## config.mk

```make
export PLATFORM = sky130hd
export DESIGN_NAME = blp_step
export DESIGN_NICKNAME = d
export VERILOG_FILES = /design/src/blp_pkg.sv /design/src/blp_step.sv
export SDC_FILE = /design/constraint.sdc
export NUM_CORES = 1
export LEC_CHECK = 0
export ABC_AREA = 0
export BUFFER_PORTS_ARGS = -buffer_cell sky130_fd_sc_hd__buf_2
export CAP_MARGIN = 0
export CORE_MARGIN = 5
export CORE_UTILIZATION = 40
export DETAILED_ROUTE_END_ITERATION = 16
export PLACE_DENSITY = 0.67
export SLEW_MARGIN = 10
export SYNTH_ARGS = -nofsm -noshare
export SYNTH_HDL_FRONTEND = slang
export SYNTH_SLANG_ARGS = --single-unit
```

## constraint.sdc

```tcl
create_clock -name vclk -period 8.16
set_clock_uncertainty 0.05 [all_clocks]
set_input_delay 0.816 -clock vclk [all_inputs]
set_output_delay 0.816 -clock vclk [all_outputs]
set_load 0.005 [all_outputs]
```

## src/blp_pkg.sv

```systemverilog
// Shared types, request codes, constants and ramp/PWM helper functions.
`timescale 1ns / 1ps

package blp_pkg;

   localparam int REQ_W  = 3;
   localparam int DATA_W = 8;
   localparam int CSR_W  = 2;

   localparam logic [REQ_W-1:0] REQ_TICK      = 3'd0;
   localparam logic [REQ_W-1:0] REQ_BREATHE   = 3'd1;
   localparam logic [REQ_W-1:0] REQ_ALL_OFF   = 3'd2;
   localparam logic [REQ_W-1:0] REQ_FADE_IN   = 3'd3;
   localparam logic [REQ_W-1:0] REQ_FADE_OUT  = 3'd4;
   localparam logic [REQ_W-1:0] REQ_STOP_MAIN = 3'd5;

   localparam logic [CSR_W-1:0] CSR_MAX_DUTY   = 2'd0;
   localparam logic [CSR_W-1:0] CSR_PWM_PERIOD = 2'd1;
   localparam logic [CSR_W-1:0] CSR_RAMP_TICKS = 2'd2;

   localparam logic [DATA_W-1:0] MAX_DUTY_RESET   = 8'd100;
   localparam logic [DATA_W-1:0] PWM_PERIOD_RESET = 8'd100;
   localparam logic [DATA_W-1:0] RAMP_TICKS_RESET = 8'd110;

   localparam logic [DATA_W-1:0] MAIN_OFF_STEPS   = 8'd18;
   localparam logic [DATA_W-1:0] SECOND_OFF_STEPS = 8'd10;
   localparam logic [DATA_W-1:0] GRAD_TOP         = 8'd140;

   typedef struct packed {
      logic [DATA_W-1:0] max_duty;
      logic [DATA_W-1:0] pwm_period;
      logic [DATA_W-1:0] ramp_ticks;
   } cfg_type;

   typedef struct packed {
      logic              breathe_active;
      logic [DATA_W-1:0] main_count;
      logic [DATA_W-1:0] main_duty;
      logic              main_rising;
      logic [DATA_W-1:0] main_off_wait;
      logic [DATA_W-1:0] ramp_timer;
      logic              grad_active;
      logic [DATA_W-1:0] grad_count;
      logic [DATA_W-1:0] grad_duty;
      logic              second_active;
      logic [DATA_W-1:0] second_count;
      logic [DATA_W-1:0] second_duty;
      logic              second_rising;
      logic [DATA_W-1:0] second_off_wait;
      logic              main_level;
      logic              grad_level;
      logic              second_level;
   } state_type;

   typedef struct packed {
      logic [DATA_W-1:0] duty;
      logic              rising;
      logic [DATA_W-1:0] off_wait;
   } ramp_type;

   typedef struct packed {
      logic [DATA_W-1:0] count;
      logic              level;
   } pwm_type;

   // One triangle ramp step: climb to the limit, fall to zero, then dwell.
   function automatic ramp_type ramp_step(input ramp_type cur,
                                          input logic [DATA_W-1:0] dwell,
                                          input logic [DATA_W-1:0] top);
      ramp_type nxt;
      nxt = cur;
      if (cur.rising) begin
         nxt.duty = cur.duty + 8'd1;
         if (nxt.duty >= top) nxt.rising = 1'b0;
      end else if (cur.duty != '0) begin
         nxt.duty     = cur.duty - 8'd1;
         nxt.off_wait = '0;
      end else begin
         nxt.off_wait = cur.off_wait + 8'd1;
         if (nxt.off_wait >= dwell) nxt.rising = 1'b1;
      end
      return nxt;
   endfunction

   // Counter beyond the period wraps to zero and the level holds, unless it is still below the duty.
   function automatic pwm_type pwm_step(input pwm_type cur,
                                        input logic [DATA_W-1:0] duty,
                                        input logic [DATA_W-1:0] top);
      pwm_type nxt;
      nxt = cur;
      if (cur.count < duty)      nxt.level = 1'b1;
      else if (cur.count <= top) nxt.level = 1'b0;
      else                       nxt.count = '0;
      return nxt;
   endfunction

endpackage

```

## src/blp_step.sv

```systemverilog
// Next-state logic for one request item.
`timescale 1ns / 1ps

module blp_step import blp_pkg::*; (
   input  state_type        cur,
   input  cfg_type          cfg,
   input  logic [REQ_W-1:0] req_type,
   input  logic             use_second,
   output state_type        nxt
);

   ramp_type main_ramp;
   ramp_type second_ramp;
   pwm_type  main_pwm;
   pwm_type  grad_pwm;
   pwm_type  second_pwm;

   always_comb begin
      nxt         = cur;
      main_ramp   = '0;
      second_ramp = '0;
      main_pwm    = '0;
      grad_pwm    = '0;
      second_pwm  = '0;
      unique case (req_type) inside
         REQ_TICK: begin
            if (cur.breathe_active) begin
               nxt.main_count = cur.main_count + 8'd1;
               nxt.ramp_timer = cur.ramp_timer + 8'd1;
               if (nxt.ramp_timer >= cfg.ramp_ticks) begin
                  nxt.ramp_timer = '0;
                  main_ramp = ramp_step({cur.main_duty, cur.main_rising, cur.main_off_wait},
                                        MAIN_OFF_STEPS, cfg.max_duty);
                  nxt.main_duty     = main_ramp.duty;
                  nxt.main_rising   = main_ramp.rising;
                  nxt.main_off_wait = main_ramp.off_wait;
                  if (cur.grad_active) begin
                     nxt.grad_duty = cur.grad_duty + 8'd1;
                     if (nxt.grad_duty >= GRAD_TOP) nxt.grad_active = 1'b0;
                  end
                  if (cur.second_active) begin
                     second_ramp = ramp_step({cur.second_duty, cur.second_rising,
                                              cur.second_off_wait},
                                             SECOND_OFF_STEPS, cfg.max_duty);
                     nxt.second_duty     = second_ramp.duty;
                     nxt.second_rising   = second_ramp.rising;
                     nxt.second_off_wait = second_ramp.off_wait;
                  end
               end
               main_pwm = pwm_step({nxt.main_count, cur.main_level}, nxt.main_duty,
                                   cfg.pwm_period);
               nxt.main_count = main_pwm.count;
               nxt.main_level = main_pwm.level;
               // The step that finishes the fade-in skips its PWM update.
               if (nxt.grad_active) begin
                  grad_pwm = pwm_step({cur.grad_count + 8'd1, cur.grad_level},
                                      nxt.grad_duty, GRAD_TOP);
                  nxt.grad_count = grad_pwm.count;
                  nxt.grad_level = grad_pwm.level;
               end
               if (cur.second_active) begin
                  second_pwm = pwm_step({cur.second_count + 8'd1, cur.second_level},
                                        nxt.second_duty, cfg.pwm_period);
                  nxt.second_count = second_pwm.count;
                  nxt.second_level = second_pwm.level;
               end
            end
         end
         REQ_BREATHE: begin
            if (!cur.breathe_active) begin
               nxt.main_duty      = '0;
               nxt.main_rising    = 1'b1;
               nxt.main_count     = '0;
               nxt.breathe_active = 1'b1;
            end
            if (!use_second) begin
               nxt.second_active = 1'b0;
               if (!cur.grad_active) begin
                  nxt.grad_count  = '0;
                  nxt.grad_duty   = '0;
                  nxt.grad_active = 1'b1;
               end
            end else begin
               nxt.grad_active = 1'b0;
               if (!cur.second_active) begin
                  nxt.second_duty   = cfg.max_duty;
                  nxt.second_rising = 1'b0;
                  nxt.second_count  = '0;
                  nxt.second_active = 1'b1;
               end
            end
         end
         REQ_ALL_OFF: begin
            nxt.breathe_active = 1'b0;
            nxt.second_active  = 1'b0;
            nxt.grad_active    = 1'b0;
         end
         REQ_FADE_IN, REQ_FADE_OUT, REQ_STOP_MAIN: begin
            nxt.breathe_active = 1'b0;
            nxt.main_count     = '0;
            nxt.grad_count     = '0;
            nxt.second_count   = '0;
            nxt.ramp_timer     = '0;
            if (req_type == REQ_FADE_IN) begin
               nxt.main_duty      = '0;
               nxt.main_rising    = 1'b1;
               nxt.second_duty    = '0;
               nxt.second_rising  = 1'b1;
               nxt.breathe_active = 1'b1;
            end else if (req_type == REQ_FADE_OUT) begin
               nxt.main_duty      = cfg.max_duty;
               nxt.main_rising    = 1'b0;
               nxt.breathe_active = 1'b1;
            end
         end
         default: begin
            nxt = cur;
         end
      endcase
   end

endmodule

```

==> results_dict.tcl, run 1 <==
set metrics [dict create \
    met1_usage_pct 29.8 \
    hold_buffers 0 \
    setup_viol 0 \
    met3_usage_pct 3.60 \
    synth_nets 992 \
    power_density_nw_per_um2 56.7 \
    report.final.hold_viol_count 0 \
    fin_crit_ns 6.49 \
    area_growth_pct 19.3 \
    min_path_type "input pin to primary output" \
    ant_nets 0 \
    drv_cap 0 \
    postSynthCellCount 805 \
    pwr-share-comb_pct 100.0 \
    ys_types 70 \
    crit_buf_inv 2 \
    synthMuxAreaShare_pct 1.77 \
    fmax_mhz 154 \
    cp_data_arrival_time_ns 5.63 \
    seqPwrFrac_pct 0 \
    dieArea_um2 15500 \
    cp-end-kind "primary output" \
    synth_area_um2 5230 \
    synth_top_area_cell "ha_1" \
    portBuffers 188 \
    cp_max_fo 14 \
    layout.cells.non_filler 1126 \
    drt_wl_total_um 18200 \
    rows 41 \
    status "completed" \
    top_usage_layer "met2" \
    first_global_vias 6115 \
    rsz0062_at_grt "no" \
    antenna_found_initial 2 \
    regArea_um2 0 \
    worstSetupPathType "input pin to primary output" \
    nClkBuffers 0 \
    min_period_over_period_pct 79.6 \
    drc 0 \
    synth_compound_area_share_pct 35.9 \
    maxSlewHeadroom_pct 37.5 \
    ys_warn_count 0 \
    hpwl_um 15000 \
    synth_area_leaders "ha_1 19%, o21ai_0 7.2%, nand2_1 6.2%" \
    grt_overflow 0 \
    drt-initial-drc-count 678 \
    routabilityCongestion 0.933 \
    synth_top_family_by_area "compound AO/OA/AOI/OAI gates" \
    grt_pass1_wl_um 29800 \
    p_sw_share_pct 58.2 \
    start_util_pct 41.1 \
    vdd_drop_max_mv 0.0322 \
    drv_slew 0 \
    met2_usage_pct 36.6 \
    via_per_inst 5.90 \
    setup_tns_ns 0 \
    p_switching_w 0.000206 \
    worstPathCellList "buf_2 -> and3_1 -> and3_1 -> nand3_1 -> xnor2_1 -> ha_1 -> and4_1 -> o21ai_0 -> o21a_1 -> nor2_1 -> nand2_1 -> xor2_1 -> ha_1 -> a21o_1 -> a21o_1 -> a21oi_1 -> o2111ai_1 -> a31oi_1 -> a21oi_1 -> mux2i_1 -> buf_2" \
    crit_required_ns 7.29 \
    synth-simple-area-share_pct 29.3 \
    cts_setup_buffers 0 \
    yosysSeqAreaShare_pct 0 \
    start_kind "input pin" \
    crit_path_top_delay_cell "a31oi_1" \
    die_w_um 124 \
    routedWlPerCell_um 16.2 \
    ioPinCount 188 \
    grt_max_degree 26 \
    dp_cells 1126 \
    crit_family "compound AO/OA/AOI/OAI gates" \
    synth_top_area_share_pct 18.9 \
    nFlopsAndLatches 0 \
    max_stage_delay_ns 0.58 \
    antennaDiodeCount 0 \
    dieHeight_um 124 \
    synth_fa_ha_area_share_pct 18.9 \
    final_nets 1143 \
    syn_area_per_cell_um2 6.50 \
    worst_pin_slew_ns 0.930 \
    track_usage_pct 21.8 \
    route.vias.total 6639 \
    drive_gt1_share_pct 21.2 \
    nFillCells 1375 \
    first_pass_iters 5 \
    ctsResizeCount 0 \
    p_leak_nw 3.08 \
    clkPwrFrac_pct 0 \
    core_um2 12700 \
    p_int_w 0.000148 \
    synth-xor-area-share_pct 7.53 \
]
## per-layer routing
metal	part of all wire, %	vias to the layer above
li1	-	3335
met5	0.077	-
met4	2.0	4
met2	45	262
met3	7.6	34
met1	45	3004
## logic make-up after synthesis
logic type | count (synthesis)
adders and majority gates | 79
and+or+nand+nor | 307
muxes | 9
buffers and inverters | 89
xor gates and xnor gates | 45
AOI/OAI and AO/OA | 276
## synth_stat cells (3+ instances only)
cell type,count
or3_1,7
a32o_1,6
a22oi_1,12
nor4_1,3
a21oi_1,42
and2_1,6
nand2_1,86
or2_2,3
o211ai_1,4
ha_1,79
a211oi_1,8
o31ai_1,18
a32oi_1,10
o221ai_1,8
a31oi_1,18
xor2_1,23
o22ai_1,3
o21bai_1,3
buf_1,3
nor2_1,64
and3_1,17
nand3_1,40
xnor2_1,22
or4_1,4
a21o_1,21
o21ai_0,75
inv_1,47
clkbuf_1,35
nand4_1,10
nand3b_1,4
mux2i_1,7
nor3b_1,8
o21a_1,10
a22o_1,8
nand2b_1,13
nor2b_1,10
nor3_1,19
## cells in the final DEF, fill, tap and decap left out, types with 4 or more instances in the layout
cell / netlist / routed
a211oi_1: 8 / 8
a21o_1: 21 / 21
a21oi_1: 42 / 42
a22o_1: 8 / 8
a22oi_1: 12 / 12
a31oi_1: 18 / 18
a32o_1: 6 / 6
a32oi_1: 10 / 10
and2_1: 6 / 6
and3_1: 17 / 17
buf_2: 2 / 188
ha_1: 79 / 79
inv_1: 47 / 47
mux2i_1: 7 / 7
nand2_1: 86 / 86
nand2b_1: 13 / 13
nand3_1: 40 / 40
nand3b_1: 4 / 4
nand4_1: 10 / 10
nor2_1: 64 / 64
nor2b_1: 10 / 10
nor3_1: 19 / 19
nor3b_1: 8 / 8
o211ai_1: 4 / 4
o21a_1: 10 / 10
o21ai_0: 75 / 75
o221ai_1: 8 / 8
o31ai_1: 18 / 18
or3_1: 7 / 7
or4_1: 4 / 4
xnor2_1: 22 / 22
xor2_1: 23 / 23
## worst paths after layout
check,start,endpoint,slack [ns],cells after the start
setup / recovery,cur[48],nxt[39],1.67,21
hold / removal,cur[27],nxt[27],1.87,4
## per-stage QoR
step / hold slack (ns) / worst slack (ns) / total power, W / cell area, um2 / utilization, %
2_1_floorplan: 1.63 / 2.48 / 0.000220 / 5230 / -
3_3_place_gp: 1.87 / 1.88 / 0.000348 / 6240 / 49.0
3_5_place_dp: 1.87 / 1.74 / 0.000351 / 6240 / 49.0
4_1_cts: 1.88 / 1.74 / 0.000352 / 6240 / 49.0
5_1_grt: 1.91 / 1.15 / 0.000399 / 6240 / 49.0
6_report: 1.87 / 1.67 / 0.000354 / 6240 / 49.0
## layout make-up
class                           instances  area [um2]  area share (%)
Inverter                               48         180            2.89
Timing Repair Buffer                  190         956            15.3
Tap cell                              172         215            3.45
Multi-Input combinational cell        716        4890            78.3
## tightest hold or removal path, cell delays in order
cell and delay (ns):
buf_2 0.09, nand2_1 0.04, nand2_1 0.05, buf_2 0.10
## power groups by stage
stage / Combinational [W] / Clock (W) / Sequential, W
final: 0.000354 / 0 / 0
after global placement: 0.000348 / 0 / 0
after CTS: 0.000352 / 0 / 0
after floorplan: 0.000220 / 0 / 0
after detailed placement: 0.000351 / 0 / 0
after global routing: 0.000399 / 0 / 0
Note: power is estimated with default switching activity, not from simulation.
==> run 2: changes to the inputs <==
PLACE_DENSITY = 0.69   (was 0.67)
clock period = 5.7 ns   (was 8.16 ns; I/O delays follow)
==> results_dict.tcl, run 2 (synthesized netlist as in run 1, its figures left out) <==
set metrics [dict create \
    worstSetupPathType "input pin to primary output" \
    wl_met2_um 8280 \
    ant_nets 0 \
    antenna_found_initial 1 \
    min_from "cur[10]" \
    area_growth_pct 21.4 \
    fin_crit_ns 5.42 \
    first_pass_iters 6 \
    crit_required_ns 5.08 \
    nFillCells 1402 \
    die_w_um 124 \
    setup_viol 0 \
    ioPinCount 188 \
    drt_wl_total_um 18400 \
    hold_slack_ns 1.39 \
    nClkBuffers 0 \
    layout_common_cells "188 x buf_2, 85 x nand2_1, 79 x ha_1, 75 x o21ai_0, 63 x nor2_1" \
    rows 41 \
    route.vias.total 6727 \
    track_usage_pct 21.9 \
    min_period_over_period_pct 95.1 \
    drt-initial-drc-count 618 \
    hpwl_um 15100 \
    cp_data_arrival_time_ns 4.80 \
    cp-end-kind "primary output" \
    grt_max_degree 26 \
    drc 0 \
    cp_max_fo 9 \
    fmax_mhz 184 \
    crit_start "cur[48]" \
    grt_overflow 0 \
    min_path_type "input pin to primary output" \
    place_ws_ns 0.182 \
    path_common_cell "a21o_1" \
    power_density_nw_per_um2 82.2 \
    regArea_um2 0 \
    met3_length_um 1500 \
    maxSlewHeadroom_pct 36.8 \
    portBuffers 188 \
    crit_path_top_delay_cell "a2111oi_4" \
    via_per_inst 5.92 \
    routedWlPerCell_um 16.2 \
    wl_met1_um 8320 \
    final_nets 1153 \
    report.final.hold_viol_count 0 \
    drv_slew 0 \
    setup_slack_ns 0.278 \
    max_stage_delay_ns 0.43 \
    dieHeight_um 124 \
    drv_cap 0 \
    worst_pin_slew_ns 0.941 \
    start_util_pct 41.1 \
    drive_gt1_share_pct 22.7 \
    layout_commonest_cell "buf_2" \
    hold_buffers 0 \
    core_um2 12700 \
    top_layer_used "met4" \
    routabilityCongestion 0.972 \
    dieArea_um2 15500 \
    worstPathCellList "buf_2 -> and3_1 -> and3_1 -> nand3_1 -> xnor2_1 -> ha_1 -> and4_1 -> o21ai_0 -> o21ai_1 -> buf_4 -> nand2_2 -> o21ai_0 -> o31a_1 -> ha_1 -> a21o_1 -> a21o_1 -> a21o_1 -> a2111oi_4 -> buf_4 -> o31ai_1 -> nand2_1 -> buf_2" \
    nFlopsAndLatches 0 \
    first_global_vias 6126 \
    p_leak_nw 3.13 \
    start_kind "input pin" \
    status "completed" \
    vdd_drop_max_mv 0.0359 \
    grt_pass1_wl_um 30000 \
]
[run 2: metal layers]
metal  up-vias  GRT usage, %
li1       3355             -
met1      3039          30.3
met2       297          36.4
met3        36          3.26
met4         0          3.80
met5         -             0
[run 2: path summary, 6_finish.rpt]
path              endpoint  cells past startpoint
setup / recovery   nxt[24]                     22
hold / removal     nxt[10]                      3
[run 2: cell type report]
type | count | area [um2] | area share, %
diodes | 1 | 2.50 | 0.0394
inverters | 48 | 180 | 2.84
multi-input cells | 716 | 4920 | 77.5
well taps | 172 | 215 | 3.39
repair buffers | 200 | 1030 | 16.2
[run 2: repair_timing]
| action | 4_1_cts | 5_1_grt |
|---|---|---|
| resized for setup | 0 | 9 |
| buffers inserted | 0 | 5 |
| setup endpoints to repair | 0 | 22 |
[run 2: through the flow]
stage          power, W  area (um2)  cells  TNS [ns]  utilization (%)
2_1_floorplan  0.000314        5230    805         0                -
3_3_place_gp   0.000502        6280   1131         0             49.3
3_5_place_dp   0.000506        6280   1131         0             49.3
4_1_cts        0.000509        6280   1131         0             49.3
5_1_grt        0.000585        6350   1136  -0.00519             49.9
6_report       0.000522        6350   1137         0             49.9
[run 2: where the power goes]
part              internal (W)  switching, W        total (W)
Clock          0.0000000000234             0  0.0000000000234
Combinational         0.000222      0.000300         0.000522
Sequential                   0             0                0
Total                 0.000222      0.000300         0.000522
[run 2: critical path: cells and delay by family]
kind,cells,cell delay [ns]
buffers and inverters,4,0.64
AND/OR/NAND/NOR,6,1.02
XOR/XNOR,1,0.15
adder cells (fa/ha/maj),2,0.56
AO/OA/AOI/OAI,9,1.87
==> run 3: changes to the inputs <==
BUFFER_PORTS_ARGS = -buffer_cell sky130_fd_sc_hd__buf_4   (was -buffer_cell sky130_fd_sc_hd__buf_2)
CORE_MARGIN = 2   (was 5)
==> results_dict.tcl, run 3 (synthesized netlist as in run 1, its figures left out) <==
set metrics [dict create \
    antenna_found_initial 0 \
    rows 41 \
    area_growth_pct 29.7 \
    setup_tns_ns 0 \
    cp_data_arrival_time_ns 4.77 \
    layout_common_cells "200 x buf_4, 86 x nand2_1, 79 x ha_1, 75 x o21ai_0, 64 x nor2_1" \
    regArea_um2 0 \
    portBuffers 188 \
    maxSlewHeadroom_pct 35.4 \
    worstPathCellList "buf_4 -> and3_1 -> and3_1 -> nand3_1 -> xnor2_1 -> ha_1 -> and4_1 -> o21ai_0 -> o21a_2 -> nor3_1 -> a211oi_1 -> a2bb2oi_1 -> ha_1 -> a21o_1 -> a21o_1 -> a211oi_1 -> a21o_1 -> nand3b_1 -> a31oi_1 -> buf_4" \
    worst_pin_slew_ns 0.962 \
    crit_family "compound AO/OA/AOI/OAI gates" \
    setup_viol 0 \
    start_util_pct 41.3 \
    cp-end-kind "primary output" \
    path_common_cell "a21o_1" \
    start_kind "input pin" \
    placed_cell_area_um2 6770 \
    first_global_vias 6138 \
    power_density_nw_per_um2 83.6 \
    status "completed" \
    nFillCells 1295 \
    ioPinCount 188 \
    core_um2 12700 \
    met3_usage_pct 3.47 \
    hold_depth 4 \
    hold_slack_ns 1.38 \
    grt_pass1_wl_um 29800 \
    final_util_pct 53.5 \
    met2_usage_pct 41.9 \
    crit_required_ns 5.08 \
    first_pass_iters 5 \
    vdd_drop_max_mv 0.0376 \
    dieHeight_um 118 \
    fmax_mhz 186 \
    report.final.hold_viol_count 0 \
    drc 0 \
    top_usage_layer "met2" \
    crit_path_top_delay_cell "o21a_2" \
    nClkBuffers 0 \
    hold_buffers 0 \
    nFlopsAndLatches 0 \
    min_path_type "input pin to primary output" \
    fin_area_um2 6790 \
    p_leak_nw 3.27 \
    worstSetupPathType "input pin to primary output" \
    antennaDiodeCount 0 \
    drt-initial-drc-count 469 \
    track_usage_pct 24.7 \
    layout_commonest_cell "buf_4" \
    grt_max_degree 26 \
    route.vias.total 6700 \
    crit_buf_inv 2 \
    ant_nets 0 \
    cp.depth 20 \
    fin_crit_ns 5.39 \
    max_stage_delay_ns 0.34 \
    die_w_um 118 \
    drv_cap 0 \
    cp_max_fo 10 \
    met1_usage_pct 33.3 \
    min_period_over_period_pct 94.6 \
    drt_wl_total_um 18400 \
    final_nets 1153 \
    power.total_w 0.000567 \
    grt_overflow 0 \
    via_per_inst 5.90 \
    rsz0062_at_grt "no" \
    drive_gt1_share_pct 22.1 \
    routedWlPerCell_um 16.2 \
    routabilityCongestion 0.951 \
    hpwl_um 15100 \
    drv_slew 0 \
    dieArea_um2 14000 \
]
run 3: cell type report:
type	instances	area, um2	area share, %
inverters	48	180	2.66
multi-input cells	716	4890	72.0
well taps	172	215	3.17
repair buffers	200	1500	22.1
run 3: routing by layer:
metal | vias up | wire (um)
li1 | 3351 | -
met1 | 3059 | 8220
met2 | 264 | 8470
met3 | 26 | 1400
met4 | 0 | 318
met5 | - | 0
run 3: repair_timing:
action                     4_1_cts  5_1_grt
gates resized for setup          0        1
setup endpoints to repair        0       10
buffers inserted                 0        2
run 3: tightest hold or removal path, cell delays in order:
cell,delay [ns]
buf_4,0.09
nand2_1,0.04
nand2_1,0.06
buf_4,0.10
run 3: path summary, 6_finish.rpt:
| path | start | end | slack [ns] |
|---|---|---|---|
| setup / recovery | cur[48] | nxt[73] | 0.31 |
| hold / removal | cur[27] | nxt[27] | 1.38 |
run 3: power breakdown:
group / switching, W / internal, W
combinational: 0.000301 / 0.000266
sequential: 0 / 0
clock: 0 / 0
run 3: through the flow:
step / instances / worst slack [ns]
floorplan: 805 / 0.515
global placement: 1134 / 0.373
detailed placement: 1134 / 0.217
CTS: 1134 / 0.191
global route: 1136 / 0.0105
finish: 1136 / 0.309
